**config.mk**
```make
export PLATFORM = sky130hd
export DESIGN_NAME = round_lens_crosshair_blend
export DESIGN_NICKNAME = d
export VERILOG_FILES = /design/src/rlcb_pkg.sv /design/src/rlcb_arm_class.sv /design/src/round_lens_crosshair_blend.sv
export SDC_FILE = /design/constraint.sdc
export NUM_CORES = 2
export LEC_CHECK = 0
export BUFFER_PORTS_ARGS = -buffer_cell sky130_fd_sc_hd__clkbuf_2
export CAP_MARGIN = 20
export CORE_MARGIN = 2
export CORE_UTILIZATION = 64
export CTS_CLUSTER_DIAMETER = 120
export DETAILED_ROUTE_END_ITERATION = 8
export PLACE_DENSITY = 0.91
export REMOVE_ABC_BUFFERS = 1
export SETUP_SLACK_MARGIN = 0.05
export SYNTH_ARGS = -nofsm -noshare
export SYNTH_HDL_FRONTEND = slang
export SYNTH_SLANG_ARGS = --single-unit
export TNS_END_PERCENT = 1
```
**constraint.sdc**
```tcl
create_clock -name clk -period 7.4 [get_ports clk]
set_clock_uncertainty 0.05 [all_clocks]
set_input_delay 1.11 -clock clk [delete_from_list [all_inputs] [get_ports clk]]
set_output_delay 1.11 -clock clk [all_outputs]
set_load 0.05 [all_outputs]
```
**src/rlcb_pkg.sv**
```systemverilog
// Shared types, codes and constants of the round lens crosshair blend.
package rlcb_pkg;

  // Default geometry of the lens and its crosshair.
  localparam int LENS_SIZE_DEF     = 256;
  localparam int ARM_THICKNESS_DEF = 8;
  localparam int CENTER_GAP_DEF    = 20;
  localparam int EDGE_MARGIN_DEF   = 8;

  // Mark class codes as reported on the result channel.
  localparam logic [1:0] MARK_NONE    = 2'd0;
  localparam logic [1:0] MARK_ARM     = 2'd1;
  localparam logic [1:0] MARK_CONTOUR = 2'd2;

  // Configuration register indexes.
  localparam logic [2:0] CFG_LENS_LEFT    = 3'd0;
  localparam logic [2:0] CFG_LENS_TOP     = 3'd1;
  localparam logic [2:0] CFG_FRAME_WIDTH  = 3'd2;
  localparam logic [2:0] CFG_FRAME_HEIGHT = 3'd3;
  localparam logic [2:0] CFG_MARK_ALPHA   = 3'd4;

  // Width of a signed window-local coordinate that also holds every arm box
  // bound, including the grown contour bounds.
  function automatic int coord_w(input int lens_size, input int edge_margin,
                                 input int center_gap);
    coord_w = $clog2(lens_size + edge_margin + center_gap + 2) + 2;
  endfunction

  typedef struct packed {
    logic [11:0] pixel_x;
    logic [11:0] pixel_y;
    logic [7:0]  blue_in;
    logic [7:0]  green_in;
    logic [7:0]  red_in;
  } in_t;

  typedef struct packed {
    logic [7:0] blue_out;
    logic [7:0] green_out;
    logic [7:0] red_out;
    logic [1:0] mark_class;
  } out_t;

  // Crosshair hit flags for one window-local position.
  typedef struct packed {
    logic arm;
    logic contour;
  } arm_hit_t;

endpackage

```
**src/rlcb_arm_class.sv**
```systemverilog
// Crosshair arm and contour classification of a window-local position.
module rlcb_arm_class #(
  parameter int LENS_SIZE     = rlcb_pkg::LENS_SIZE_DEF,
  parameter int ARM_THICKNESS = rlcb_pkg::ARM_THICKNESS_DEF,
  parameter int CENTER_GAP    = rlcb_pkg::CENTER_GAP_DEF,
  parameter int EDGE_MARGIN   = rlcb_pkg::EDGE_MARGIN_DEF
) (
  input  logic signed [rlcb_pkg::coord_w(LENS_SIZE, EDGE_MARGIN, CENTER_GAP)-1:0] lx,
  input  logic signed [rlcb_pkg::coord_w(LENS_SIZE, EDGE_MARGIN, CENTER_GAP)-1:0] ly,
  output rlcb_pkg::arm_hit_t                                                      hit
);
  import rlcb_pkg::*;

  localparam int CW = coord_w(LENS_SIZE, EDGE_MARGIN, CENTER_GAP);
  localparam int C  = LENS_SIZE / 2;
  localparam int H  = ARM_THICKNESS / 2;

  // Arms in order top, bottom, left, right; each box is half open.
  localparam int BX0 [4] = '{C - H, C - H, EDGE_MARGIN, C + CENTER_GAP};
  localparam int BY0 [4] = '{EDGE_MARGIN, C + CENTER_GAP, C - H, C - H};
  localparam int BX1 [4] = '{C + H, C + H, C - CENTER_GAP, LENS_SIZE - EDGE_MARGIN};
  localparam int BY1 [4] = '{C - CENTER_GAP, LENS_SIZE - EDGE_MARGIN, C + H, C + H};

  logic [3:0] in_arm;
  logic [3:0] in_grown;

  always_comb begin
    for (int i = 0; i < 4; i++) begin
      in_arm[i] = (lx >= signed'(CW'(BX0[i]))) && (lx < signed'(CW'(BX1[i]))) &&
                  (ly >= signed'(CW'(BY0[i]))) && (ly < signed'(CW'(BY1[i])));
      in_grown[i] = (lx >= signed'(CW'(BX0[i] - 1))) && (lx < signed'(CW'(BX1[i] + 1))) &&
                    (ly >= signed'(CW'(BY0[i] - 1))) && (ly < signed'(CW'(BY1[i] + 1)));
    end
  end

  // Any arm wins over any contour.
  assign hit.arm     = |in_arm;
  assign hit.contour = ~(|in_arm) & (|in_grown);

endmodule

```
**src/round_lens_crosshair_blend.sv**
```systemverilog
// Top level of the round lens crosshair blend pixel pipeline.
//
// Round lens crosshair blend. Each input beat carries one BGR pixel and its
// frame coordinates; each output beat carries the same pixel after a crosshair
// has been blended onto it, plus its mark class. The block is a six stage
// pipeline that takes one beat every clock as long as the output side
// is not stalled with every stage full. Stage one checks the frame
// bounds and forms window-local coordinates, stage two checks the
// window and classifies the position against the four arms and their
// contours, stage three squares the offsets from the lens center and forms
// the source share of the blend, stage four applies the circle test and adds
// the target share, stage five multiplies by the reciprocal of 255 and stage
// six corrects that quotient by one remainder compare. Valid bits travel
// with every stage; a stage holds while the one after it is full and stalled,
// so bubbles are squeezed out and in_ready only drops when every stage holds
// a beat. Configuration writes are always taken; they must only be issued
// while the pipeline is empty.
module round_lens_crosshair_blend #(
  parameter int LENS_SIZE     = rlcb_pkg::LENS_SIZE_DEF,
  parameter int ARM_THICKNESS = rlcb_pkg::ARM_THICKNESS_DEF,
  parameter int CENTER_GAP    = rlcb_pkg::CENTER_GAP_DEF,
  parameter int EDGE_MARGIN   = rlcb_pkg::EDGE_MARGIN_DEF
) (
  input  logic           clk,
  input  logic           rst_n,
  input  logic           in_valid,
  output logic           in_ready,
  input  rlcb_pkg::in_t  in_data,
  output logic           out_valid,
  input  logic           out_ready,
  output rlcb_pkg::out_t out_data,
  input  logic           cfg_valid,
  output logic           cfg_ready,
  input  logic [2:0]     cfg_index,
  input  logic [15:0]    cfg_data
);
  import rlcb_pkg::*;

  localparam int CW = coord_w(LENS_SIZE, EDGE_MARGIN, CENTER_GAP);
  localparam int C  = LENS_SIZE / 2;
  // Offset from the center: the window spans -C .. LENS_SIZE-1-C.
  localparam int DW = $clog2(LENS_SIZE) + 1;
  localparam int SW = 2 * DW;

  // Configuration registers.
  logic signed [15:0] lens_left_r;
  logic signed [15:0] lens_top_r;
  logic [12:0]        frame_width_r;
  logic [12:0]        frame_height_r;
  logic [7:0]         mark_alpha_r;

  assign cfg_ready = 1'b1;

  always_ff @(posedge clk) begin
    if (!rst_n) begin
      lens_left_r    <= '0;
      lens_top_r     <= '0;
      frame_width_r  <= 13'd4096;
      frame_height_r <= 13'd4096;
      mark_alpha_r   <= 8'd168;
    end else if (cfg_valid) begin
      case (cfg_index)
        CFG_LENS_LEFT:    lens_left_r    <= cfg_data;
        CFG_LENS_TOP:     lens_top_r     <= cfg_data;
        CFG_FRAME_WIDTH:  frame_width_r  <= cfg_data[12:0];
        CFG_FRAME_HEIGHT: frame_height_r <= cfg_data[12:0];
        CFG_MARK_ALPHA:   mark_alpha_r   <= cfg_data[7:0];
        default: ;
      endcase
    end
  end

  // Stage valid bits and the advance chain: a stage loads when it is empty
  // or when the stage after it moves on.
  logic [6:1] vld_r;
  logic [6:1] adv;

  assign adv[6] = !vld_r[6] || out_ready;
  assign adv[5] = !vld_r[5] || adv[6];
  assign adv[4] = !vld_r[4] || adv[5];
  assign adv[3] = !vld_r[3] || adv[4];
  assign adv[2] = !vld_r[2] || adv[3];
  assign adv[1] = !vld_r[1] || adv[2];
  assign in_ready = adv[1];

  always_ff @(posedge clk) begin
    if (!rst_n) begin
      vld_r <= '0;
    end else begin
      if (adv[1]) vld_r[1] <= in_valid;
      for (int k = 2; k <= 6; k++) begin
        if (adv[k]) vld_r[k] <= vld_r[k-1];
      end
    end
  end

  // The source pixel rides along stages one to five for the pass-through case.
  // Channel order is blue, green, red.
  logic [7:0] pix1_r [3];
  logic [7:0] pix2_r [3];
  logic [7:0] pix3_r [3];
  logic [7:0] pix4_r [3];
  logic [7:0] pix5_r [3];

  // Stage one: frame bounds and window-local coordinates.
  logic               in_frame_nxt;
  logic signed [17:0] lx_nxt;
  logic signed [17:0] ly_nxt;
  logic               in_frame1_r;
  logic signed [17:0] lx1_r;
  logic signed [17:0] ly1_r;

  assign in_frame_nxt = ({1'b0, in_data.pixel_x} < frame_width_r) &&
                        ({1'b0, in_data.pixel_y} < frame_height_r);
  assign lx_nxt = signed'({6'b0, in_data.pixel_x}) - signed'({{2{lens_left_r[15]}}, lens_left_r});
  assign ly_nxt = signed'({6'b0, in_data.pixel_y}) - signed'({{2{lens_top_r[15]}}, lens_top_r});

  always_ff @(posedge clk) begin
    if (adv[1]) begin
      in_frame1_r <= in_frame_nxt;
      lx1_r       <= lx_nxt;
      ly1_r       <= ly_nxt;
      pix1_r[0]   <= in_data.blue_in;
      pix1_r[1]   <= in_data.green_in;
      pix1_r[2]   <= in_data.red_in;
    end
  end

  // Stage two: window test, offsets from the center and arm classification.
  // The truncated coordinates are only meaningful inside the window, and the
  // window flag masks everything else.
  logic                 in_window_nxt;
  logic signed [DW-1:0] dx_nxt;
  logic signed [DW-1:0] dy_nxt;
  arm_hit_t             hit_nxt;
  logic                 in_zone2_r;
  logic signed [DW-1:0] dx2_r;
  logic signed [DW-1:0] dy2_r;
  arm_hit_t             hit2_r;

  assign in_window_nxt = !lx1_r[17] && (lx1_r < signed'(18'(LENS_SIZE))) &&
                         !ly1_r[17] && (ly1_r < signed'(18'(LENS_SIZE)));
  assign dx_nxt = signed'(lx1_r[DW-1:0]) - signed'(DW'(C));
  assign dy_nxt = signed'(ly1_r[DW-1:0]) - signed'(DW'(C));

  rlcb_arm_class #(
    .LENS_SIZE     (LENS_SIZE),
    .ARM_THICKNESS (ARM_THICKNESS),
    .CENTER_GAP    (CENTER_GAP),
    .EDGE_MARGIN   (EDGE_MARGIN)
  ) u_arm_class (
    .lx  (signed'(lx1_r[CW-1:0])),
    .ly  (signed'(ly1_r[CW-1:0])),
    .hit (hit_nxt)
  );

  always_ff @(posedge clk) begin
    if (adv[2]) begin
      in_zone2_r <= in_frame1_r && in_window_nxt;
      dx2_r      <= dx_nxt;
      dy2_r      <= dy_nxt;
      hit2_r     <= hit_nxt;
      pix2_r     <= pix1_r;
    end
  end

  // Stage three: squared offsets and the source share (255 - alpha) * p.
  // The squares are formed at full width before the sign is dropped.
  logic [7:0]    inv_alpha;
  logic [SW-1:0] dx_sq_nxt;
  logic [SW-1:0] dy_sq_nxt;
  logic          in_zone3_r;
  arm_hit_t      hit3_r;
  logic [SW-1:0] dx_sq3_r;
  logic [SW-1:0] dy_sq3_r;
  logic [15:0]   src3_r [3];

  assign inv_alpha = 8'd255 - mark_alpha_r;
  assign dx_sq_nxt = unsigned'(SW'(dx2_r * dx2_r));
  assign dy_sq_nxt = unsigned'(SW'(dy2_r * dy2_r));

  always_ff @(posedge clk) begin
    if (adv[3]) begin
      in_zone3_r <= in_zone2_r;
      hit3_r     <= hit2_r;
      dx_sq3_r   <= dx_sq_nxt;
      dy_sq3_r   <= dy_sq_nxt;
      pix3_r     <= pix2_r;
      for (int c = 0; c < 3; c++) begin
        src3_r[c] <= inv_alpha * pix2_r[c];
      end
    end
  end

  // Stage four: circle test settles the class; the target share is
  // alpha * 255 for a contour and zero for an arm.
  logic [SW:0]  dist_sq;
  logic         in_circle;
  logic [1:0]   cls_nxt;
  logic [15:0]  tgt_share;
  logic [1:0]   cls4_r;
  logic [15:0]  sum4_r [3];

  assign dist_sq   = {1'b0, dx_sq3_r} + {1'b0, dy_sq3_r};
  assign in_circle = dist_sq <= (SW+1)'(C * C);
  assign tgt_share = {mark_alpha_r, 8'd0} - {8'd0, mark_alpha_r};

  always_comb begin
    cls_nxt = MARK_NONE;
    if (in_zone3_r && in_circle) begin
      if (hit3_r.arm) begin
        cls_nxt = MARK_ARM;
      end else if (hit3_r.contour) begin
        cls_nxt = MARK_CONTOUR;
      end
    end
  end

  always_ff @(posedge clk) begin
    if (adv[4]) begin
      cls4_r <= cls_nxt;
      pix4_r <= pix3_r;
      for (int c = 0; c < 3; c++) begin
        sum4_r[c] <= src3_r[c] + (hit3_r.contour ? tgt_share : 16'd0);
      end
    end
  end

  // Stage five: estimate of sum / 255 as (sum * 257) >> 16, which is exact
  // or one short.
  logic [23:0] recip [3];
  logic [1:0]  cls5_r;
  logic [15:0] sum5_r [3];
  logic [7:0]  quo5_r [3];

  always_comb begin
    for (int c = 0; c < 3; c++) begin
      recip[c] = {sum4_r[c], 8'd0} + {8'd0, sum4_r[c]};
    end
  end

  always_ff @(posedge clk) begin
    if (adv[5]) begin
      cls5_r <= cls4_r;
      pix5_r <= pix4_r;
      sum5_r <= sum4_r;
      for (int c = 0; c < 3; c++) begin
        quo5_r[c] <= recip[c][23:16];
      end
    end
  end

  // Stage six: fix the estimate with one remainder compare and pick the
  // blended or the untouched channels.
  logic [16:0] rem   [3];
  logic [7:0]  chan  [3];
  out_t        out_r;

  always_comb begin
    for (int c = 0; c < 3; c++) begin
      rem[c] = {1'b0, sum5_r[c]} - {1'b0, quo5_r[c], 8'd0} + {9'd0, quo5_r[c]};
      if (cls5_r == MARK_NONE) begin
        chan[c] = pix5_r[c];
      end else if (rem[c] >= 17'd255) begin
        chan[c] = quo5_r[c] + 8'd1;
      end else begin
        chan[c] = quo5_r[c];
      end
    end
  end

  always_ff @(posedge clk) begin
    if (adv[6]) begin
      out_r.blue_out   <= chan[0];
      out_r.green_out  <= chan[1];
      out_r.red_out    <= chan[2];
      out_r.mark_class <= cls5_r;
    end
  end

  assign out_valid = vld_r[6];
  assign out_data  = out_r;

endmodule
```
== After elaboration in Yosys (flattened, before gate mapping) ==
Memory sizes are Yosys's and may differ from the RTL's.
Cells that the tools add are included.
Storage, ports and cells
  register bits: 415
  RAM bits: 72
  input port bits: 72
  output and inout port bits: 29
  memories kept: 2
Cells by class
  add/subtract/negate cells: 22
  $mul: 5
  magnitude comparators: 32
  equality and inequality tests: 4
  mux-type cells: 13
  bitwise operators: 3
  reduce and logical (&&, ||, !) cells: 52
Memories
  src3_r: depth 3, width 16, rd ports 3, clocked after memory_dff 0, write ports 3, RTL line round_lens_crosshair_blend.sv:176  | logic [15:0] src3_r [3];
  quo5_r: depth 3, width 8, rd ports 3, clocked after memory_dff 0, write ports 3, RTL line round_lens_crosshair_blend.sv:234  | logic [7:0] quo5_r [3];
Operators by type and width (count)
  $lt A11 B9 Y1 const B: 8
  $add A24 B16 Y24: 3
  $add A17 B8 Y17: 3
  $ge A17 B8 Y1 const B: 3
  $sub A16 B16 Y17: 3
  $add A16 B16 Y16: 3
  $mul A8 B8 Y16: 3
  $mux W8: 6
  $ge A11 B8 Y1 const B: 4
  $ge A11 B9 Y1 const B: 4
  $lt A11 B8 Y1 const B: 4
  $lt A18 B10 Y1 const B: 2
  $mul A9 B9 Y18: 2
  $sub A13 B16 Y17: 2
  $logic_and A1 B1 Y1: 28
  $lt A12 B13 Y1: 2
  $add A8 B1 Y8 const B: 3
  $ge A11 B4 Y1 const B: 2
  $ge A11 B5 Y1 const B: 2
  $add A18 B18 Y19: 1
  $le A19 B15 Y1 const B: 1
  $sub A9 B9 Y9 const B: 2
  $mux W16: 1
  $sub A16 B8 Y16: 1
  15 further kinds: 38

== Longest topological paths before layout ==
  word-level depth: 7
  gate-level depth with buffers: 23
  depth with buffers taken out: 22

== Cells and area by module ==
A second synthesis with hierarchy kept.
Second synthesis, totals
  cell total of the unflattened synthesis: 3576
  area total of the unflattened synthesis: 37024.3 um^2
By module, submodules not included
  round_lens_crosshair_blend: instances 1, cells each 3498, area each 36535.0 um^2, sequential area each 13783.2 um^2
  rlcb_arm_class: instances 1, cells each 78, area each 489.2 um^2, sequential area each 0.0 um^2

== Worst setup path after synthesis ==
No wires, ideal clock.
  path kind: reg2reg
  start: reg dx2_r[7]
  end: reg dx_sq3_r[17], data pin
  setup time: 266 ps
  data arrival time: 5000 ps
  required time: 7084 ps
  path slack: 2085 ps
  stages on the path, launching flop included: 21
  buffers on the path: 1
  clock period less this slack: 5315 ps
  cell sequence: edfxtp_1 > clkbuf_1 > inv_1 > nor2_1 > inv_1 > fa_1 > inv_1 > fa_1 > fa_1 > fa_1 > fa_1 > ha_1 > inv_1 > o21ai_0 > a21o_1 > a21o_1 > a21o_1 > nand2_1 > a21oi_1 > o41ai_1 > xnor2_1
Between the ends
  word-level cells in the longest chain between the ends: 1
Ends and longest elaborated chain
  start, declared: RTL line round_lens_crosshair_blend.sv:137  | logic signed [DW-1:0] dx2_r;
  start signal, assigned: RTL line round_lens_crosshair_blend.sv:160  | dx2_r <= dx_nxt;
  $mul A9 B9 Y18: RTL line round_lens_crosshair_blend.sv:179  | assign dx_sq_nxt = unsigned'(SW'(dx2_r * dx2_r));
  via dx_sq_nxt[17]: RTL line round_lens_crosshair_blend.sv:170  | logic [SW-1:0] dx_sq_nxt;
  end signal, assigned: RTL line round_lens_crosshair_blend.sv:186  | dx_sq3_r <= dx_sq_nxt;
  end, declared: RTL line round_lens_crosshair_blend.sv:174  | logic [SW-1:0] dx_sq3_r;
The timed path passes the listed nets, and every way through them passes these cells.
A chain may end at the register's enable or synchronous reset.

== Final worst setup path ==
  start: reg dy2_r[8]
  end: reg dy_sq3_r[16], data pin
Between the ends
  word-level cells in the longest chain between the ends: 1
Ends and longest elaborated chain
  start, declared: RTL line round_lens_crosshair_blend.sv:138  | logic signed [DW-1:0] dy2_r;
  start signal, assigned: RTL line round_lens_crosshair_blend.sv:161  | dy2_r <= dy_nxt;
  $mul A9 B9 Y18: RTL line round_lens_crosshair_blend.sv:180  | assign dy_sq_nxt = unsigned'(SW'(dy2_r * dy2_r));
  via dy_sq_nxt[16]: RTL line round_lens_crosshair_blend.sv:171  | logic [SW-1:0] dy_sq_nxt;
  end signal, assigned: RTL line round_lens_crosshair_blend.sv:187  | dy_sq3_r <= dy_sq_nxt;
  end, declared: RTL line round_lens_crosshair_blend.sv:175  | logic [SW-1:0] dy_sq3_r;
The timed path passes the listed nets, and every way through them passes these cells.

==> flow_metrics.env <==
export IMPL_status="completed"
export IMPL_io_pins=101
export IMPL_critPathLaunchType="register"
export IMPL_synth_seq_area_share=0.376
export IMPL_worst_slew_pin_transition_ns=1.13
export IMPL_yosysTopAreaCellShare=0.336
export IMPL_synth_area_um2=36700
export IMPL_power_leakage_nw=18.0
export IMPL_synthFlopType="edfxtp_1"
export IMPL_htreeDepth=2
export IMPL_cts_sinks=483
export IMPL_grt_max_degree=99
export IMPL_cts_repair_resize_count=0
export IMPL_synth_ff_latch_count=483
export IMPL_min_period_ns=5.71
export IMPL_die_h_um=243
export IMPL_setup_violations=0
export IMPL_peakVddDrop_v=0.000570
export IMPL_path_common_cell="fa_1"
export IMPL_relSlewSlack=0.242
export IMPL_nFillCells=3747
export IMPL_final_max_slew_viol_count=0
export IMPL_final_cell_area_um2=39800
export IMPL_synthArstFlopShare=0
export IMPL_worstPathRequired_ns=7.70
export IMPL_cts_hold_buf=0
export IMPL_post_cts_buffers=0
export IMPL_hold_viol=0
export IMPL_fp_dieArea_um2=59300
export IMPL_place_gp_congestion=0.912
export IMPL_antenna_found_initial=1
export IMPL_finalCritPeriodShare=0.772
export IMPL_core_area_um2=56500
export IMPL_netlist_top_cells_area="edfxtp_1 (34%), ha_1 (14%), fa_1 (12%)"
export IMPL_clk_latency_ns=0.61
export IMPL_grt_use_total=0.262
export IMPL_syn_inst=3547
export IMPL_worst_hold_path_num_cells=0
export IMPL_layout_nets=4365
export IMPL_arrival_ns=6.01
export IMPL_cap_violations=0
export IMPL_synth_area_per_cell_um2=10.3
export IMPL_yosysWarnings=0
export IMPL_globalRoute_totalOverflow=0
export IMPL_syn2layout_area_growth_pct=8.37
export IMPL_clockBufferDepth=3
export IMPL_worst_r2r_path_depth=18
export IMPL_holdPathEnd="pix2_r[15]"
export IMPL_power_density_nw_per_um2=513
export IMPL_rows=87
export IMPL_fmax_mhz=175
export IMPL_grt_pass1_wl_mm=126
export IMPL_tritoncts="yes"
export IMPL_post_synth_num_cell_types=89
export IMPL_hp_start="pix1_r[15]"
export IMPL_io_buffers=99
export IMPL_critPathSlowestCell="edfxtp_1"
export IMPL_initial_core_util=0.649
export IMPL_placed_area_um2=38000
export IMPL_path_class="reg -> reg"
export IMPL_rsz0062_at_grt="false"
export IMPL_clk_pin_slew_worst_paths_ns=0.06
export IMPL_cts_root_buf="clkbuf_16"
export IMPL_drt_total_wl_mm=77.0
export IMPL_path_cells="nor2b_1, fa_1, inv_1, fa_1, inv_1, fa_1, fa_1, fa_1, ha_1, inv_1, o21ai_0, a21oi_1, nor2b_1, o21a_1, nor3_1, nor2_1, o41a_1, xnor2_1"
export IMPL_rr_endpoint="dy_sq3_r[16]"
export IMPL_layout_drive_gt1_share=0.0640
export IMPL_synth_edf_count=411
export IMPL_wl_per_cell_um=17.3
export IMPL_max_stage_delay_ns=0.63
export IMPL_critPathMaxFanout=17
export IMPL_die_w_um=243
export IMPL_r2r_slack_ns=1.69
export IMPL_drc=0
export IMPL_first_pass_iters=5
export IMPL_synth_largest_area_cell="edfxtp_1"
export IMPL_worstSetupEndpointType="register"
export IMPL_post_dp_hpwl_mm=57.6
export IMPL_drtIter0Drc=1533
export IMPL_min_path_type="reg -> reg"
export IMPL_numCtsBuffers=51
export IMPL_timing_rr_start="dy2_r[8]"
export IMPL_setup_tns_ns=0
export IMPL_viasPerCell=5.77
export IMPL_vias=25600
export IMPL_final_antenna_net_count=0
export IMPL_grt_pass1_vias=26600
cell usage in the layout (no fill, tap or decap), types with 15 or more instances in the layout:
cell type	instances
a21boi_0	76
a21o_1	49
a21oi_1	118
a31oi_1	24
and2_1	39
and3_1	25
clkbuf_16	51
clkbuf_2	99
dfxtp_1	72
edfxtp_1	411
fa_1	228
ha_1	420
inv_1	566
nand2_1	304
nand2b_1	64
nand3_1	48
nand4_1	18
nor2_1	180
nor2b_1	198
nor3_1	58
o21a_1	27
o21ai_0	99
o21ai_1	15
or3_1	16
xnor2_1	158
xor2_1	41
worst max-delay path by stage:
stage,startpoint,to,slack [ns],cells after the start
6_report,dy2_r[8],dy_sq3_r[16],1.69,18
5_1_grt,dy2_r[8],dy_sq3_r[16],1.40,18
4_1_cts,dy2_r[8],dy_sq3_r[16],1.66,18
3_5_place_dp,dx2_r[7],dx_sq3_r[16],1.77,19
3_3_place_gp,dx2_r[8],dx_sq3_r[17],1.93,18
2_1_floorplan,dy2_r[8],dy_sq3_r[16],2.18,18
cell usage after synthesis, types with 10 or more instances:
| master | number |
|---|---|
| or3_1 | 16 |
| a31oi_1 | 24 |
| dfxtp_1 | 72 |
| xor2_1 | 41 |
| nand2_1 | 306 |
| edfxtp_1 | 411 |
| a21boi_0 | 76 |
| nand2b_1 | 64 |
| o2111ai_1 | 11 |
| fa_1 | 228 |
| and2_1 | 39 |
| nor2b_1 | 198 |
| o21ai_0 | 99 |
| inv_1 | 568 |
| a21oi_1 | 118 |
| nand4_1 | 18 |
| or2_2 | 12 |
| xnor2_1 | 158 |
| a211oi_1 | 12 |
| nor2_1 | 180 |
| ha_1 | 420 |
| clkbuf_1 | 67 |
| and3_1 | 25 |
| nand3_1 | 49 |
| a21o_1 | 49 |
| nor3_1 | 58 |
| o21ai_1 | 15 |
| o21bai_1 | 10 |
| o21a_1 | 27 |
layer usage:
metal  vias to the layer above  global-route usage  share of wire
li1                      12200                   -              -
met4                         0               0.139          0.053
met3                       286              0.0339          0.050
met5                         -                   0              0
met1                     12300               0.302           0.39
met2                       875               0.477           0.51
critical path: cells and delay by family (launching register included):
kind / cells / cell delay [ns]
adder cells (fa/ha/maj): 6 / 2.93
buffers and inverters: 3 / 0.17
AND/OR/NAND/NOR: 4 / 0.66
AO/OA/AOI/OAI: 4 / 0.87
flip-flops: 1 / 0.63
XOR/XNOR: 1 / 0.14
through the flow:
| stage | hold slack [ns] | power (mW) | utilization | setup WS (ns) | instances |
|---|---|---|---|---|---|
| floorplan | 0.350 | 14.6 | - | 2.18 | 3476 |
| global placement | 0.350 | 16.9 | 0.672 | 1.93 | 4345 |
| detailed placement | 0.355 | 17.5 | 0.672 | 1.77 | 4345 |
| CTS | 0.349 | 20.4 | 0.702 | 1.66 | 4440 |
| global route | 0.353 | 22.1 | 0.704 | 1.40 | 4443 |
| finish | 0.352 | 20.4 | 0.704 | 1.69 | 4444 |
cells by family after synthesis:
logic type,Yosys count,share of synthesized area
muxes,11,0.00341
xor gates and xnor gates,199,0.0475
AOI/OAI and AO/OA,541,0.0985
and+or+nand+nor,1023,0.141
buffers and inverters,641,0.0659
DFF,483,0.376
adders and majority gates,648,0.268
other,1,0.000102
final cells by class:
cell class                 count  area [um2]  area share
clock buffer                  62        1350      0.0339
inverter                     570        2140      0.0539
antenna                        1        2.50   0.0000629
multi-input combinational   2423       20500       0.516
timing repair buffer         116         676      0.0170
tap                          756         946      0.0238
sequential                   483       13800       0.347
clock inverter                33         354     0.00891
flip-flops by register name (all words and copies together) (netlist names), 24 cells and up:
| signal | count |
|---|---|
| quo5_r | 24 |
| pix4_r | 24 |
| pix1_r | 24 |
| src3_r | 48 |
| pix5_r | 24 |
| out_data | 26 |
| sum5_r | 48 |
| pix3_r | 24 |
| sum4_r | 48 |
| pix2_r | 24 |
where the power goes:
part | internal, mW | total [mW] | switching [mW]
Clock | 1.52 | 2.59 | 1.07
Sequential | 4.16 | 4.58 | 0.425
Combinational | 5.92 | 13.2 | 7.31
Total | 11.6 | 20.4 | 8.81
No activity file was read; power rests on OpenSTA's default activity.
